<file path="config.mk">
export PLATFORM = sky130hd
export DESIGN_NAME = whc_back_step
export DESIGN_NICKNAME = d
export VERILOG_FILES = /design/src/sv/whc_pkg.sv /design/src/sv/whc_back_step.sv
export SDC_FILE = /design/constraint.sdc
export NUM_CORES = 1
export LEC_CHECK = 0
export BUFFER_PORTS_ARGS = -buffer_cell sky130_fd_sc_hd__buf_2
export CELL_PAD_IN_SITES_DETAIL_PLACEMENT = 1
export CELL_PAD_IN_SITES_GLOBAL_PLACEMENT = 1
export CORE_AREA = 2 2 535 537
export DETAILED_ROUTE_END_ITERATION = 7
export DIE_AREA = 0 0 537 539
export PLACE_DENSITY = 0.3
export SYNTH_ARGS = -nofsm -noshare
export SYNTH_HDL_FRONTEND = slang
export SYNTH_SLANG_ARGS = --single-unit
</file>
<file path="constraint.sdc">
create_clock -name vclk -period 7
set_input_delay 0.35 -clock vclk [all_inputs]
set_output_delay 0.35 -clock vclk [all_outputs]
set_load 0.01 [all_outputs]
</file>
<file path="src/sv/whc_pkg.sv">
package whc_pkg;

    localparam logic [14:0] ANG_FULL = 15'd23040;
    localparam logic signed [16:0] KW_FULL = 17'sd23040;
    localparam logic signed [16:0] KW_HALF = 17'sd11520;
    localparam logic signed [16:0] KW_QUARTER = 17'sd5760;
    localparam logic [13:0] A_HALF = 14'd11520;
    localparam logic [13:0] A_QUARTER = 14'd5760;
    localparam logic [12:0] DRIFT_MAX = 13'd5760;

    localparam logic signed [33:0] GAIN_Q30 = 34'sd652032874;
    localparam logic signed [33:0] ONE_Q30 = 34'sd1073741824;

    localparam logic [2:0] CLS_TAIL = 3'd0;
    localparam logic [2:0] CLS_HEAD = 3'd1;
    localparam logic [2:0] CLS_LEFT_HEAD = 3'd2;
    localparam logic [2:0] CLS_LEFT_TAIL = 3'd3;
    localparam logic [2:0] CLS_RIGHT_TAIL = 3'd4;
    localparam logic [2:0] CLS_RIGHT_HEAD = 3'd5;

    localparam logic [1:0] SIDE_NONE = 2'd0;
    localparam logic [1:0] SIDE_LEFT = 2'd1;
    localparam logic [1:0] SIDE_RIGHT = 2'd2;

    localparam logic [1:0] ERR_OK = 2'd0;
    localparam logic [1:0] ERR_NO_GS = 2'd1;
    localparam logic [1:0] ERR_DRIFT = 2'd2;

    typedef struct packed {
        logic [14:0] desired_track;
        logic [15:0] leg_distance;
        logic [14:0] true_airspeed;
        logic [14:0] wind_from;
        logic [14:0] wind_speed;
    } t_in;

    typedef struct packed {
        logic [2:0]         wind_class;
        logic [1:0]         correction_side;
        logic [12:0]        drift_magnitude;
        logic signed [15:0] corrected_heading;
        logic [15:0]        ground_speed;
        logic [31:0]        leg_time;
        logic [1:0]         error_code;
    } t_out;

    typedef struct packed {
        logic [2:0]         cls;
        logic [1:0]         side;
        logic               kw_pos;
        logic [14:0]        trk;
        logic [15:0]        leg_dist;
        logic [14:0]        vr;
        logic [14:0]        u;
        logic               spec;
        logic               cneg;
        logic signed [33:0] cx;
        logic signed [33:0] cy;
        logic signed [31:0] cz;
        logic signed [31:0] uc;
        logic [29:0]        us;
        logic [57:0]        vv;
        logic [59:0]        usq;
        logic               dneg;
        logic [57:0]        sq_v;
        logic [57:0]        sq_res;
        logic [30:0]        w;
        logic [1:0]         err;
        logic [15:0]        gs;
        logic               ovf;
        logic [37:0]        num;
        logic [31:0]        quo;
        logic signed [33:0] vx;
        logic signed [33:0] vy;
        logic signed [31:0] vz;
    } t_work;

    // arctan(2^-i) in 2^-22 degree
    function automatic logic signed [31:0] atan_ang(input logic [4:0] idx);
        logic signed [31:0] v;
        case (idx)
            5'd0: v = 32'sd188743680;
            5'd1: v = 32'sd111421900;
            5'd2: v = 32'sd58872272;
            5'd3: v = 32'sd29884485;
            5'd4: v = 32'sd15000234;
            5'd5: v = 32'sd7507429;
            5'd6: v = 32'sd3754631;
            5'd7: v = 32'sd1877430;
            5'd8: v = 32'sd938729;
            5'd9: v = 32'sd469366;
            5'd10: v = 32'sd234683;
            5'd11: v = 32'sd117342;
            5'd12: v = 32'sd58671;
            5'd13: v = 32'sd29335;
            5'd14: v = 32'sd14668;
            5'd15: v = 32'sd7334;
            5'd16: v = 32'sd3667;
            5'd17: v = 32'sd1833;
            5'd18: v = 32'sd917;
            5'd19: v = 32'sd458;
            5'd20: v = 32'sd229;
            5'd21: v = 32'sd115;
            5'd22: v = 32'sd57;
            5'd23: v = 32'sd29;
            default: v = 32'sd0;
        endcase
        return v;
    endfunction

endpackage

</file>
<file path="src/sv/whc_back_step.sv">
module whc_back_step
    import whc_pkg::*;
#(
    parameter int IDX = 0,
    parameter bit DO_VEC = 1'b1
) (
    input  t_work i_d,
    output t_work o_d
);

    localparam int SH = 31 - IDX;

    logic [62:0]        w_trial;
    logic signed [33:0] w_dx;
    logic signed [33:0] w_dy;
    logic signed [31:0] w_ang;

    always_comb begin
        o_d = i_d;
        // one quotient bit of the leg time division
        w_trial = 63'(i_d.w) << SH;
        if (63'(i_d.num) >= w_trial) begin
            o_d.num = i_d.num - w_trial[37:0];
            o_d.quo[SH] = 1'b1;
        end
        // one vectoring step of the drift angle, when DO_VEC is set
        w_dx = i_d.vy >>> IDX;
        w_dy = i_d.vx >>> IDX;
        w_ang = atan_ang(5'(IDX));
        if (DO_VEC) begin
            if (i_d.vy > 0) begin
                o_d.vx = i_d.vx + w_dx;
                o_d.vy = i_d.vy - w_dy;
                o_d.vz = i_d.vz + w_ang;
            end else begin
                o_d.vx = i_d.vx - w_dx;
                o_d.vy = i_d.vy + w_dy;
                o_d.vz = i_d.vz - w_ang;
            end
        end
    end

endmodule

</file>
Yosys cells after proc, flatten, opt, wreduce, memory -nomap -nowiden --
Index checks and enable logic that the tools add are counted.
Storage, ports and cells: flip-flop bits (word level) 0, logic and storage cells 10
Operators by class: add/sub/neg operators 6, $lt $le $gt $ge 2, mux-type cells 2
Operators with widths (number):
- two-way mux 100 bit | 1
- subtractor 34 bit | 2
- greater-or-equal comparator 38 x 62 -> 1 bit | 1
- two-way mux 39 bit | 1
- subtractor 38 bit | 1
- adder 34 bit | 1
- > comparator 34 x 1 -> 1 bit, second input constant | 1
- adder 32 x 29 -> 32 bit, second input constant | 1
- subtractor 32 x 29 -> 32 bit, second input constant | 1

Longest topological paths before layout --
depth in word-level cells 2, depth in mapped cells 16, mapped depth without buffers 14

Worst setup path after synthesis --
OpenSTA, ideal clock, no wires.
kind input to output, start point in i_d[63] (netlist name), end point out o_d[31] (netlist name), data arrival time 3008 ps, required time 6650 ps, slack 3642 ps, cell stages on the path 15, path buffers 2, path through nor4_1 > nand4_1 > nor2_1 > a21o_1 > clkbuf_1 > clkinv_1 > buf_4 > ha_1 > a21oi_1 > o21bai_1 > a21oi_1 > o21ai_0 > a21o_1 > a21oi_1 > xnor2_1
RTL lines:
- from (decl) | RTL line whc_back_step.sv:7 | input t_work i_d,
- to (decl) | RTL line whc_back_step.sv:8 | output t_work o_d

==> reports/qor.yml <==
synth:
  syn-cell-area_mm2: 0.01121
  synth_cell_types: 74
  syn-num-nets: 2423
  syn_avg_cell_area_um2: 6.929
  synth-warning-count: 0
  seq_area_frac_synth: 0
  syn_inst: 1618
sta:
  setup_ws_ns: 1.881
  max_freq_ghz: 0.1954
  slew_viol_final: 0
  relSlewSlack: 0.2026
  tightestPinTransition_ns: 1.192
  rsz0062_at_grt: "no"
  hold_viol_final: 0
  hold_ws_ns: 0.7000
  finalCritPeriodShare: 0.7312
  fin_crit_ns: 5.119
  setup_viol: 0
run_status:
  status: "finished, final reports clean"
grt:
  grt_overflow: 0
  antenna_found_initial: 29
  track_usage: 0.08947
  grt_pass1_vias: 10703
  grt_max_degree: 32
  grt_pass1_wl_mm: 160.0
worst_setup_path:
  crit_arrival_ns: 4.77
  worstPathMaxFanout: 27
  crit_type: "in2out"
  cp-startpoint: "i_d[59]"
  cp-start-kind: "primary input"
  cp_cell_sequence: "buf_2 > nor4_2 > buf_8 > nand4_1 > nor2_1 > a21o_4 > inv_2 > ha_1 > a21oi_1 > o21bai_1 > a21oi_1 > o21ai_0 > a21o_1 > a21oi_1 > xnor2_1 > buf_2"
  crit_top_cell: "a21oi_1"
  cp_slowest_cell: "nor4_2"
  cpLargestDelayFamily: "compound AO/OA/AOI/OAI gates"
  crit_buf_inv: 4
  crit_required_ns: 6.65
  max_stage_delay_ns: 0.75
  end_kind: "primary output"
finish:
  final_cells: 5077
  multi_input_area_mm2: 0.006131
  layout-drive-gt1-share: 0.2910
  nFillCells: 34200
  nClkBuffers: 0
  regArea_um2: 0
  nets: 2113
  syn2layout_area_growth_pct: 16.89
  n_sequential_cell: 0
  final_cell_mix: "buf_2 (296), a21oi_1 (135), inv_1 (117), ha_1 (114), nor2_1 (86)"
  final_common_cell: "buf_2"
clock_network:
  cts_setup_buffers: 0
  cts.repair.resized: 0
  holdBufCountCts: 0
detailed_routing:
  ant_nets: 0
  viasPerCell: 1.977
  first_pass_iters: 4
  vias: 10038
  wl_per_cell_um: 27.06
  drt-total-wl_mm: 137.4
  drt_iter0_markers: 535
  drc_errors: 0
place:
  place.gp.congestion: 0.7214
  place_ws_ns: 1.540
  hpwl_mm: 128.6
  port_buffers: 296
  place_inst: 5068
die:
  die_w_um: 537
  fp-row-count: 196
  ioPinCount: 1372
  dieArea_mm2: 0.2894
  fp.dieH_um: 539
  initial_core_util: 0.03948
  coreArea_mm2: 0.2840
worst_hold_path:
  hp-start: "i_d[126]"
  hp-class: "in2out"
job:
  maxCapViolCount: 0
[Yosys cell counts (7+ instances only)]
library cell | count | area share
mux2i_1 | 14 | 0.012
buf_4 | 605 | 0.41
xnor2_1 | 66 | 0.052
nor4_1 | 28 | 0.016
nor3_1 | 23 | 0.010
inv_1 | 117 | 0.039
nor2_1 | 86 | 0.029
nand2b_1 | 13 | 0.0073
nand3_1 | 12 | 0.0054
buf_1 | 8 | 0.0027
ha_1 | 114 | 0.13
o21ai_0 | 71 | 0.032
a31oi_1 | 12 | 0.0067
xor2_1 | 14 | 0.011
nor2b_1 | 12 | 0.0067
o211ai_1 | 8 | 0.0054
a21o_1 | 19 | 0.013
a21oi_1 | 136 | 0.061
nand2_1 | 57 | 0.019
o21bai_1 | 21 | 0.014
buf_2 | 15 | 0.0067
nand4_1 | 17 | 0.0095
o31ai_1 | 8 | 0.0054
or4_1 | 7 | 0.0047
clkbuf_1 | 17 | 0.0057
o21a_1 | 13 | 0.0087
[cell families after synthesis]
| family | synth area share |
|---|---|
| AO/OA/AOI/OAI | 0.1993 |
| AND/OR/NAND/NOR | 0.1224 |
| buffers and inverters | 0.4621 |
| adder cells (fa/ha/maj) | 0.1362 |
| XOR/XNOR | 0.06250 |
| multiplexers | 0.01752 |
[path summary, 6_finish.rpt]
kind | to | slack [ns] | depth (start not counted)
worst min-delay path | o_d[126] | 0.70 | 0
worst max-delay path | o_d[31] | 1.88 | 16
[routing by layer]
metal / track usage / vias to the layer above / part of all wire
met5: 0 / - / 0.00046
met4: 0.04544 / 10 / 0.062
met3: 0.08511 / 346 / 0.21
met2: 0.1699 / 943 / 0.52
met1: 0.05088 / 4516 / 0.21
li1: - / 4223 / -
[through the flow]
step / cell area, um^2 / setup TNS (ns) / util
after CTS: 13080 / 0 / 0.04606
after detailed placement: 13080 / 0 / 0.04606
final: 13100 / 0 / 0.04614
after floorplan: 11210 / 0 / -
after global placement: 13000 / -29.13 / 0.04578
after global routing: 13080 / 0 / 0.04607
[area by class of cell]
class                           instances  area share
Timing Repair Buffer                  334      0.1363
Tap cell                             3762      0.3592
Inverter                              122     0.03495
Antenna cell                            9    0.001719
Multi-Input combinational cell        850      0.4679
