`config.mk`:
```
export PLATFORM = sky130hd
export DESIGN_NAME = whc_sqrt_step
export DESIGN_NICKNAME = d
export VERILOG_FILES = /design/src/sv/whc_pkg.sv /design/src/sv/whc_sqrt_step.sv
export SDC_FILE = /design/constraint.sdc
export NUM_CORES = 1
export LEC_CHECK = 0
export BUFFER_PORTS_ARGS = -buffer_cell sky130_fd_sc_hd__buf_2
export CORE_AREA = 2 2 542 544
export DETAILED_ROUTE_END_ITERATION = 10
export DIE_AREA = 0 0 544 546
export PLACE_DENSITY = 0.3
export SETUP_SLACK_MARGIN = 0.4
export SYNTH_ARGS = -nofsm -noshare
export SYNTH_HDL_FRONTEND = slang
export SYNTH_SLANG_ARGS = --single-unit
```
`constraint.sdc`:
```
create_clock -name vclk -period 2.7
set_input_delay 0.135 -clock vclk [all_inputs]
set_output_delay 0.135 -clock vclk [all_outputs]
set_load 0.01 [all_outputs]
```
`src/sv/whc_pkg.sv`:
```
package whc_pkg;

    localparam logic [14:0] ANG_FULL = 15'd23040;
    localparam logic signed [16:0] KW_FULL = 17'sd23040;
    localparam logic signed [16:0] KW_HALF = 17'sd11520;
    localparam logic signed [16:0] KW_QUARTER = 17'sd5760;
    localparam logic [13:0] A_HALF = 14'd11520;
    localparam logic [13:0] A_QUARTER = 14'd5760;
    localparam logic [12:0] DRIFT_MAX = 13'd5760;

    localparam logic signed [33:0] GAIN_Q30 = 34'sd652032874;
    localparam logic signed [33:0] ONE_Q30 = 34'sd1073741824;

    localparam logic [2:0] CLS_TAIL = 3'd0;
    localparam logic [2:0] CLS_HEAD = 3'd1;
    localparam logic [2:0] CLS_LEFT_HEAD = 3'd2;
    localparam logic [2:0] CLS_LEFT_TAIL = 3'd3;
    localparam logic [2:0] CLS_RIGHT_TAIL = 3'd4;
    localparam logic [2:0] CLS_RIGHT_HEAD = 3'd5;

    localparam logic [1:0] SIDE_NONE = 2'd0;
    localparam logic [1:0] SIDE_LEFT = 2'd1;
    localparam logic [1:0] SIDE_RIGHT = 2'd2;

    localparam logic [1:0] ERR_OK = 2'd0;
    localparam logic [1:0] ERR_NO_GS = 2'd1;
    localparam logic [1:0] ERR_DRIFT = 2'd2;

    typedef struct packed {
        logic [14:0] desired_track;
        logic [15:0] leg_distance;
        logic [14:0] true_airspeed;
        logic [14:0] wind_from;
        logic [14:0] wind_speed;
    } t_in;

    typedef struct packed {
        logic [2:0]         wind_class;
        logic [1:0]         correction_side;
        logic [12:0]        drift_magnitude;
        logic signed [15:0] corrected_heading;
        logic [15:0]        ground_speed;
        logic [31:0]        leg_time;
        logic [1:0]         error_code;
    } t_out;

    typedef struct packed {
        logic [2:0]         cls;
        logic [1:0]         side;
        logic               kw_pos;
        logic [14:0]        trk;
        logic [15:0]        leg_dist;
        logic [14:0]        vr;
        logic [14:0]        u;
        logic               spec;
        logic               cneg;
        logic signed [33:0] cx;
        logic signed [33:0] cy;
        logic signed [31:0] cz;
        logic signed [31:0] uc;
        logic [29:0]        us;
        logic [57:0]        vv;
        logic [59:0]        usq;
        logic               dneg;
        logic [57:0]        sq_v;
        logic [57:0]        sq_res;
        logic [30:0]        w;
        logic [1:0]         err;
        logic [15:0]        gs;
        logic               ovf;
        logic [37:0]        num;
        logic [31:0]        quo;
        logic signed [33:0] vx;
        logic signed [33:0] vy;
        logic signed [31:0] vz;
    } t_work;

    // arctan(2^-i) in 2^-22 degree
    function automatic logic signed [31:0] atan_ang(input logic [4:0] idx);
        logic signed [31:0] v;
        case (idx)
            5'd0: v = 32'sd188743680;
            5'd1: v = 32'sd111421900;
            5'd2: v = 32'sd58872272;
            5'd3: v = 32'sd29884485;
            5'd4: v = 32'sd15000234;
            5'd5: v = 32'sd7507429;
            5'd6: v = 32'sd3754631;
            5'd7: v = 32'sd1877430;
            5'd8: v = 32'sd938729;
            5'd9: v = 32'sd469366;
            5'd10: v = 32'sd234683;
            5'd11: v = 32'sd117342;
            5'd12: v = 32'sd58671;
            5'd13: v = 32'sd29335;
            5'd14: v = 32'sd14668;
            5'd15: v = 32'sd7334;
            5'd16: v = 32'sd3667;
            5'd17: v = 32'sd1833;
            5'd18: v = 32'sd917;
            5'd19: v = 32'sd458;
            5'd20: v = 32'sd229;
            5'd21: v = 32'sd115;
            5'd22: v = 32'sd57;
            5'd23: v = 32'sd29;
            default: v = 32'sd0;
        endcase
        return v;
    endfunction

endpackage

```
`src/sv/whc_sqrt_step.sv`:
```
module whc_sqrt_step
    import whc_pkg::*;
#(
    parameter int IDX = 0
) (
    input  t_work i_d,
    output t_work o_d
);

    localparam int SH = 56 - 2 * IDX;

    logic [57:0] w_bit;
    logic [57:0] w_trial;

    always_comb begin
        o_d = i_d;
        w_bit = 58'(1) << SH;
        w_trial = i_d.sq_res + w_bit;
        if (i_d.sq_v >= w_trial) begin
            o_d.sq_v = i_d.sq_v - w_trial;
            o_d.sq_res = (i_d.sq_res >> 1) + w_bit;
        end else begin
            o_d.sq_res = i_d.sq_res >> 1;
        end
    end

endmodule

```
==> Word level (Yosys, flattened, before mapping) <==
Cells that the tools add are included.
W data, S select, Z words.
{ "totals": {"regBits": 0, "in_bits": 686, "elab_cells": 6} }
{ "op_classes": {"add_sub_neg": 3, "order_cmp": 1, "muxes": 2} }
{ "ops": {"columns": ["operator", "count"], "rows": [
  ["$mux W58", 2],
  ["$add A57 B57 Y58 const B", 1],
  ["$add A58 B57 Y58 const B", 1],
  ["$ge A58 B58 Y1", 1],
  ["$sub A58 B58 Y58", 1]
]} }

==> Longest topological paths before layout <==
{ "logic_depth": {"ltp_word": 3, "depth_mapped": 15, "ltp_nobuf": 13} }

==> Worst setup path after synthesis <==
No wires, ideal clock.
{ "synth_timing": {"kind": "input -> output", "startpoint": "in i_d[244] in the netlist's numbering", "endpoint": "out o_d[276] in the netlist's numbering", "t_arrival_ns": 2.596, "required_time_ns": 2.565, "setup_slack_ns": -0.031, "stages": 14, "path_buffers": 3, "path_cell_list": "inv_1 ha_1 clkbuf_1 and3_1 nor2b_1 a22oi_1 a211oi_1 nor3_2 o21ai_2 a41oi_2 o21ai_2 buf_6 buf_4 ha_1"} }
{ "synth_rtl": {"columns": ["element", "line_no", "rtl"], "rows": [
  ["start, declared", "whc_sqrt_step.sv:6", "input t_work i_d,"],
  ["end, declared", "whc_sqrt_step.sv:7", "output t_work o_d"]
]} }

==> flow_summary.ini <==
[final_layout]
layout_common_cells = buf_4 (368), buf_2 (152), buf_6 (70)
post_route_cells_drive_above_1_share = 0.671
layout.cells.non_filler = 5229
seq_cells = 0
num-nets-final = 2050
syn_to_final_growth_pct = 78.5
clkbuf_count = 0
mostFrequentLayoutCell = buf_4
regArea_um2 = 0
final_core_util = 0.0556

[floorplan]
die_height_um = 546
die_area_um2 = 297000
floorplan.rows = 199
die-width_um = 544
boundaryPins = 1372
core_region_area_um2 = 292000
initial_utilization = 0.0311

[logic_synthesis]
syn_nets = 2049
combinational_family_with_the_most_area_after_synthesis = buffers and inverters
synthesis.yosys.warnings = 0
distinct_cell_type_count_of_the_synthesized_netlist = 53
post_synth_and_or_nand_nor_area_fraction = 0.0983
postSynthAreaPerCell_um2 = 6.98
synth-adder-area-share = 0.0833
yosysSeqAreaShare = 0
netlist_area_um2 = 9100
synth-compound-area-share = 0.179
post_synth_xor_area_fraction = 0.0539
synth.area.mux_share = 0.0173
syn_inst = 1303

[critical_path]
cp-end-kind = primary output
crit_slowest_cell = a21oi_4
critPathRequiredTime_ps = 2570
crit_path_start_kind = primary input
worstSetupPathType = primary input to primary output
critical-path-max-stage-delay_ps = 360
worstPathBufferInverterCount = 10
timing.critical_path.fanout_max = 8
timing.critical_path.cells = buf_6, buf_12, inv_4, ha_4, buf_6, a21oi_4, o21ai_4, a221oi_4, buf_4, o21ai_2, nor3_2, buf_6, o21ai_4, a41oi_2, o21ai_4, buf_12, buf_4, clkbuf_16, a21oi_4, buf_12
arrival_ps = 3440
cpLargestDelayFamily = buffers and inverters

[clock_network]
post_cts_hold_buffer_count = 0

[timing]
timing.final.ws_setup_ps = -879
period_needed_ps = 3580
fmax_mhz = 279
tightest_slew_ps = 554
timing.final.crit_share = 1.33
finalSetupTns_ps = -45480
timing.final.hold_violations = 0
setup_viol = 60
timing.final.max_slew_violations = 0
final_hold_slack_ps = 270
relative_slew_slack = 0.628
grt_setup_unrepaired = true

[detailed_routing]
drcViolationCount = 0
drt_first_pass_iters = 4
vias = 8600
routed_length_per_instance_um = 31.3
drtAntennaViolNets = 0
finalWirelength_um = 164000
drtIter0Drc = 270
viasPerCell = 1.64

[run]
max_cap_viol_count = 0

[place]
portBuffers = 232
gp_routability_congestion = 0.685
preCtsSetupSlack_ps = -2660
dp_cells = 5153
detailed_place_hpwl_um = 155000

[grt]
track_usage = 0.105
grt_start_max_net_pins = 14
globalRoute.totalOverflow = 0
grt_pass1_vias = 9187
wire_length_of_the_first_global_routing_pass_um = 184000
number_of_antenna_violations_at_the_first_check_in_global_routing = 45

[pwr]
peakVddDrop_mv = 0.0903
power_per_cell_area_nw_per_um2 = 282
reported_leakage_power_uw = 0.00563

[run_status]
run_status = complete, but fails checks
violations = negative setup slack

[hold_path]
worstHoldPathType = primary input to primary output
## metal layers
layer | global-route usage | up-vias | share of wire
met2 | 0.168 | 944 | 0.44
met3 | 0.150 | 382 | 0.31
met1 | 0.0576 | 3607 | 0.19
met4 | 0.0462 | 4 | 0.055
met5 | 0.00584 | - | 0.0012
li1 | - | 3663 | -
## per-stage QoR
stage                     cell area [µm²]  total power, µW
after floorplan                      9470             2210
after global placement              13700             3820
after detailed placement            13700             3790
after CTS                           15700             4630
after global routing                16200             4990
final                               16200             4580
## power by group
group	switching [µW]	leakage [µW]	internal, µW
logic	2330	0.00563	2240
clock network	0	0.0000000507	0.000413
registers	0	0	0
## final cells by class
| cell class | count | area (µm²) |
|---|---|---|
| antenna | 8 | 20.0 |
| fill | 34500 | 276000 |
| inverter | 77 | 322 |
| multi-input combinational | 571 | 5410 |
| tap | 3919 | 4900 |
| timing repair buffer | 654 | 5580 |
## Yosys cell counts, types with 2 or more instances
master | instances | area share
a211oi_1 | 8 | 0.0066
a21o_1 | 26 | 0.021
a21oi_1 | 99 | 0.054
a21oi_2 | 26 | 0.025
a221oi_1 | 2 | 0.0019
a31o_2 | 2 | 0.0019
a31oi_1 | 5 | 0.0034
and2_1 | 4 | 0.0028
and3_1 | 2 | 0.0014
buf_2 | 8 | 0.0044
buf_4 | 632 | 0.52
buf_6 | 5 | 0.0062
clkbuf_1 | 10 | 0.0041
ha_1 | 59 | 0.081
inv_1 | 77 | 0.032
mux2_1 | 14 | 0.017
nand2_1 | 45 | 0.019
nand2b_1 | 8 | 0.0055
nand3_1 | 12 | 0.0066
nand4_1 | 19 | 0.013
nor2_1 | 74 | 0.031
nor2b_1 | 8 | 0.0055
nor3_1 | 6 | 0.0033
nor4_1 | 5 | 0.0034
o211ai_1 | 8 | 0.0066
o21a_1 | 5 | 0.0041
o21ai_0 | 36 | 0.020
o21ai_2 | 2 | 0.0019
o21bai_1 | 14 | 0.012
o31ai_1 | 2 | 0.0016
o41ai_2 | 2 | 0.0036
or3_1 | 3 | 0.0021
xnor2_1 | 36 | 0.035
xor2_1 | 20 | 0.019
## path summary, 6_finish.rpt
check             startpoint       end  slack [ps]  depth (start not counted)
setup / recovery    i_d[255]  o_d[301]        -880                         20
hold / removal      i_d[196]  o_d[196]         270                          0
## kinds of logic after synthesis
group,count (synthesis)
buf+inv,732
compound gates,251
simple gates,190
fa+ha+maj,60
xor+xnor,56
mux,14
## repair_timing
action,4_1_cts,5_1_grt
cloned,4,2
setup endpoints to repair,60,60
setup buffers,48,14
gates resized for setup,318,56
pin swaps,56,29
No activity file was read; power rests on OpenSTA's default activity.
