**config.mk**
```make
export PLATFORM = sky130hd
export DESIGN_NAME = whc_rot_step
export DESIGN_NICKNAME = d
export VERILOG_FILES = /design/src/sv/whc_pkg.sv /design/src/sv/whc_rot_step.sv
export SDC_FILE = /design/constraint.sdc
export NUM_CORES = 1
export LEC_CHECK = 0
export ABC_AREA = 1
export BUFFER_PORTS_ARGS = -buffer_cell sky130_fd_sc_hd__buf_4
export CAP_MARGIN = 20
export CORE_AREA = 5 5 524 526
export DETAILED_ROUTE_END_ITERATION = 8
export DIE_AREA = 0 0 529 531
export GPL_ROUTABILITY_DRIVEN = 0
export REMOVE_ABC_BUFFERS = 1
export SYNTH_ARGS = -nofsm -noshare
export SYNTH_HDL_FRONTEND = slang
export SYNTH_SLANG_ARGS = --single-unit
```
**constraint.sdc**
```tcl
create_clock -name vclk -period 4.6
set_clock_uncertainty 0.15 [all_clocks]
set_input_delay 0.69 -clock vclk [all_inputs]
set_output_delay 0.69 -clock vclk [all_outputs]
set_load 0.02 [all_outputs]
```
**src/sv/whc_pkg.sv**
```systemverilog
package whc_pkg;

    localparam logic [14:0] ANG_FULL = 15'd23040;
    localparam logic signed [16:0] KW_FULL = 17'sd23040;
    localparam logic signed [16:0] KW_HALF = 17'sd11520;
    localparam logic signed [16:0] KW_QUARTER = 17'sd5760;
    localparam logic [13:0] A_HALF = 14'd11520;
    localparam logic [13:0] A_QUARTER = 14'd5760;
    localparam logic [12:0] DRIFT_MAX = 13'd5760;

    localparam logic signed [33:0] GAIN_Q30 = 34'sd652032874;
    localparam logic signed [33:0] ONE_Q30 = 34'sd1073741824;

    localparam logic [2:0] CLS_TAIL = 3'd0;
    localparam logic [2:0] CLS_HEAD = 3'd1;
    localparam logic [2:0] CLS_LEFT_HEAD = 3'd2;
    localparam logic [2:0] CLS_LEFT_TAIL = 3'd3;
    localparam logic [2:0] CLS_RIGHT_TAIL = 3'd4;
    localparam logic [2:0] CLS_RIGHT_HEAD = 3'd5;

    localparam logic [1:0] SIDE_NONE = 2'd0;
    localparam logic [1:0] SIDE_LEFT = 2'd1;
    localparam logic [1:0] SIDE_RIGHT = 2'd2;

    localparam logic [1:0] ERR_OK = 2'd0;
    localparam logic [1:0] ERR_NO_GS = 2'd1;
    localparam logic [1:0] ERR_DRIFT = 2'd2;

    typedef struct packed {
        logic [14:0] desired_track;
        logic [15:0] leg_distance;
        logic [14:0] true_airspeed;
        logic [14:0] wind_from;
        logic [14:0] wind_speed;
    } t_in;

    typedef struct packed {
        logic [2:0]         wind_class;
        logic [1:0]         correction_side;
        logic [12:0]        drift_magnitude;
        logic signed [15:0] corrected_heading;
        logic [15:0]        ground_speed;
        logic [31:0]        leg_time;
        logic [1:0]         error_code;
    } t_out;

    typedef struct packed {
        logic [2:0]         cls;
        logic [1:0]         side;
        logic               kw_pos;
        logic [14:0]        trk;
        logic [15:0]        leg_dist;
        logic [14:0]        vr;
        logic [14:0]        u;
        logic               spec;
        logic               cneg;
        logic signed [33:0] cx;
        logic signed [33:0] cy;
        logic signed [31:0] cz;
        logic signed [31:0] uc;
        logic [29:0]        us;
        logic [57:0]        vv;
        logic [59:0]        usq;
        logic               dneg;
        logic [57:0]        sq_v;
        logic [57:0]        sq_res;
        logic [30:0]        w;
        logic [1:0]         err;
        logic [15:0]        gs;
        logic               ovf;
        logic [37:0]        num;
        logic [31:0]        quo;
        logic signed [33:0] vx;
        logic signed [33:0] vy;
        logic signed [31:0] vz;
    } t_work;

    // arctan(2^-i) in 2^-22 degree
    function automatic logic signed [31:0] atan_ang(input logic [4:0] idx);
        logic signed [31:0] v;
        case (idx)
            5'd0: v = 32'sd188743680;
            5'd1: v = 32'sd111421900;
            5'd2: v = 32'sd58872272;
            5'd3: v = 32'sd29884485;
            5'd4: v = 32'sd15000234;
            5'd5: v = 32'sd7507429;
            5'd6: v = 32'sd3754631;
            5'd7: v = 32'sd1877430;
            5'd8: v = 32'sd938729;
            5'd9: v = 32'sd469366;
            5'd10: v = 32'sd234683;
            5'd11: v = 32'sd117342;
            5'd12: v = 32'sd58671;
            5'd13: v = 32'sd29335;
            5'd14: v = 32'sd14668;
            5'd15: v = 32'sd7334;
            5'd16: v = 32'sd3667;
            5'd17: v = 32'sd1833;
            5'd18: v = 32'sd917;
            5'd19: v = 32'sd458;
            5'd20: v = 32'sd229;
            5'd21: v = 32'sd115;
            5'd22: v = 32'sd57;
            5'd23: v = 32'sd29;
            default: v = 32'sd0;
        endcase
        return v;
    endfunction

endpackage

```
**src/sv/whc_rot_step.sv**
```systemverilog
module whc_rot_step
    import whc_pkg::*;
#(
    parameter int IDX = 0
) (
    input  t_work i_d,
    output t_work o_d
);

    logic signed [33:0] w_dx;
    logic signed [33:0] w_dy;
    logic signed [31:0] w_ang;

    always_comb begin
        o_d = i_d;
        w_dx = i_d.cy >>> IDX;
        w_dy = i_d.cx >>> IDX;
        w_ang = atan_ang(5'(IDX));
        if (i_d.cz >= 0) begin
            o_d.cx = i_d.cx - w_dx;
            o_d.cy = i_d.cy + w_dy;
            o_d.cz = i_d.cz - w_ang;
        end else begin
            o_d.cx = i_d.cx + w_dx;
            o_d.cy = i_d.cy - w_dy;
            o_d.cz = i_d.cz + w_ang;
        end
    end

endmodule

```
# After elaboration in Yosys (flattened, before gate mapping)

Index checks and enable logic that the tools add are counted.

Register bits: 0
Latch bits: 0
Memory bits (writable): 0
Memory bits (read-only): 0
Input port bits: 686
Output and inout bits: 686
Logic and storage cells: 7
Memories: 0

$add $sub $neg: 5
Multiply operators: 0
Div/mod/pow operators: 0
Order comparisons: 1
Eq/ne operators: 0
Shifts and indexed selects: 0
Mux-type cells: 1
Bitwise logic cells: 0
Reduce and logical (&&, ||, !) cells: 0

Operator list:

| cell                                                                                 | count |
|---|---|
| 100-bit 2-to-1 mux                                                                   | 1 |
| 34-bit subtractor                                                                    | 2 |
| 34-bit adder                                                                         | 1 |
| 32-bit by 29-bit adder with 32-bit output, second input constant                     | 1 |
| 32-bit by 1-bit greater-or-equal comparator with 1-bit output, second input constant | 1 |
| 32-bit by 29-bit subtractor with 32-bit output, second input constant                | 1 |

# Longest topological paths before layout

Depth in word-level cells: 2
Gate-level depth with buffers: 17
Depth with buffers taken out: 16

# Least setup slack after synthesis

Ideal clock, no wire load.

Kind: input to output
Start: in i_d[548] (netlist bit)
End: out o_d[548] (netlist bit)
Arrival: 2398 ps
Required time: 3760 ps
Slack: 1362 ps
Cell stages on the path: 9
Cells stage by stage: buf_4 -> inv_2 -> buf_2 -> buf_4 -> ha_1 -> a21o_1 -> inv_1 -> o21ai_2 -> a211oi_1

RTL lines:

| item            | line              | RTL |
|---|---|---|
| start, declared | whc_rot_step.sv:6 | `input t_work i_d,` |
| end, declared   | whc_rot_step.sv:7 | `output t_work o_d` |

==> impl_metrics.py <==
metrics = {
    "sta": {
        "hold-worst-slack_ns": 1.23,
        "finalSetupTns_ns": 0,
        "finalCriticalPeriod_ns": 4.25,
        "setup_slack_ns": 0.353,
        "slew_headroom": 0.417,
        "drv_slew": 0,
        "max_freq_mhz": 235,
        "fin_crit_sh": 0.923,
        "worst_pin_slew_ns": 0.875,
        "hold_violations": 0,
        "grt_setup_unrepaired": "false",
        "final-setup-viol-count": 0,
    },
    "detailed_routing": {
        "drtIter0Drc": 2168,
        "wire_per_inst_um": 88.1,
        "drt-total-wl_um": 463000,
        "dr.pass1.iters": 9,
        "drc": 1,
        "routed_via_density": 2.98,
        "routed-via-count": 15647,
        "ant_nets": 0,
    },
    "place": {
        "dp.cells": 5248,
        "dp.final_hpwl_um": 455000,
        "io_buffers": 156,
        "pre_cts_slack_ns": 0.0377,
        "place_area_um2": 13400,
    },
    "die": {
        "die_area_um2": 281000,
        "core_um2": 270000,
        "pin_count": 1372,
        "row_count": 191,
        "die_h_um": 531,
        "die_x_um": 529,
        "initial_core_util": 0.0464,
    },
    "hold_path": {
        "whs_path_depth": 0,
        "hold_start": "i_d[129]",
        "min_to": "o_d[129]",
        "min_path_type": "primary input to output port",
    },
    "synth": {
        "synth.most_common_cell": "buf_4",
        "synthTopCellsByArea": "buf_4, nand2_1, ha_1",
        "netlist_instances": 2153,
        "yosys_warnings": 0,
        "syn_area_um2": 12500,
        "synth_area_leader_cell": "buf_4",
        "syn_avg_cell_area_um2": 5.81,
        "synth_top_area_frac": 0.377,
        "yosysUniqueCellTypes": 48,
        "synth_common_cells": "buf_4, nand2_1, inv_1, nand3_1, a21oi_1",
        "seq_area_frac_synth": 0,
    },
    "power": {
        "p_int_w": 0.000550,
        "clockPowerShare": 0,
        "p_comb_frac": 1.000,
        "sw_frac_of_total": 0.678,
        "cellPowerDensity_nw_per_um2": 127,
        "pwr-share-seq": 0,
        "switching_power_w": 0.00116,
        "p_leak_nw": 5.42,
        "ir_worst_vdd_mv": 0.0481,
    },
    "critical_path": {
        "end_kind": "output port",
        "start_kind": "primary input",
        "worstPathArrival_ns": 3.41,
        "crit_chain": "buf_4, inv_1, ha_1, a21oi_1, o21ai_0, nand2_1, nand2_1, nor2_1, nor2_1, nor2_1, nand2_1, nand3_1, nand2_1, buf_4, buf_4",
        "required_ns": 3.76,
        "crit_slowest_cell": "ha_1",
        "critical_path_class": "primary input to output port",
        "cpMostUsedCell": "nand2_1",
        "max_stage_delay_ns": 0.70,
        "worstPathMaxFanout": 7,
    },
    "final_layout": {
        "num-clock-buffers": 0,
        "fin_area_um2": 13500,
        "seq_cells": 0,
        "final_cells": 5252,
        "regArea_um2": 0,
        "layout-drive-gt1-share": 0.157,
        "nets": 2473,
        "nFillCells": 32310,
        "area_growth_pct": 7.52,
    },
    "global_routing": {
        "grt_pass1_wl_um": 486000,
        "overflow": 0,
        "antenna_found_initial": 18,
        "grt_max_degree": 67,
        "grt_pass1_vias": 11860,
        "track_usage": 0.315,
    },
    "status": {
        "violations": "DRC",
        "status": "complete, but fails checks",
    },
    "run": {
        "maxCapViolCount": 0,
    },
}
==> layer usage <==
layer	routed length, µm	track usage
met2	227000	0.557
met3	149000	0.486
met4	44700	0.234
met5	13400	0.346
met1	28700	0.0494
==> how the worst max path moves through the flow <==
stage,cells past startpoint,start,slack [ns],endpoint
final,15,i_d[552],0.35,o_d[601]
after detailed placement,14,i_d[558],0.04,o_d[601]
after CTS,14,i_d[558],0.04,o_d[601]
after global routing,15,i_d[552],0.15,o_d[601]
after global placement,15,i_d[558],0.005,o_d[601]
after floorplan,6,i_d[548],1.25,o_d[548]
==> cells by family (layout without fill, tap and decap cells) <==
family          after synthesis  after routing  share of synthesized area
compound gates              263            263                      0.116
xor+xnor                     23             23                     0.0161
fa+ha+maj                   107            107                      0.109
buf+inv                     925            450                      0.473
mux                           1              1                   0.000800
other cells                   0              4                          0
simple gates                834            834                      0.286
==> power by group through the flow <==
stage	combinational (W)	clock, W	sequential (W)
after global placement	0.00169	0	0
after floorplan	0.000931	0	0
after detailed placement	0.00168	0	0
after global routing	0.00183	0.0000000000616	0
final	0.00171	0.000000000129	0
after CTS	0.00169	0	0
==> critical path, delay by kind of cell <==
family	cells	cell delay, ns
simple gates	8	0.90
buf+inv	4	0.49
compound gates	2	0.61
fa+ha+maj	1	0.70
==> layout by cell type, fill, tap and decap left out, drive strengths merged, types with 15 or more instances in the layout <==
master    n
inv     269
nand3   159
o21ai    90
a21oi   139
ha      104
buf     180
nor3     21
xor2     21
nor2    133
o21bai   16
nand2   495
nand4    15
==> per-stage QoR <==
stage / utilization / power [W]
CTS: 0.0499 / 0.00169
floorplan: - / 0.000931
finish: 0.0499 / 0.00171
global route: 0.0499 / 0.00183
global placement: 0.0499 / 0.00169
detailed placement: 0.0499 / 0.00168
==> repair_timing <==
item / in CTS / in global routing
resized for setup: 0 / 1
hold endpoints to repair: 0 / 0
buffers inserted: 0 / 0
hold buffers: 0 / 0
endpoints found under the setup margin: 0 / 1
==> area by class of cell <==
cell class	count	area (µm²)	area share
Inverter	270	1020	0.0755
Antenna cell	4	10.0	0.000744
Tap cell	3570	4470	0.332
Multi-Input combinational cell	1228	6600	0.490
Timing Repair Buffer	180	1360	0.101
(Power assumes the default switching activity.)
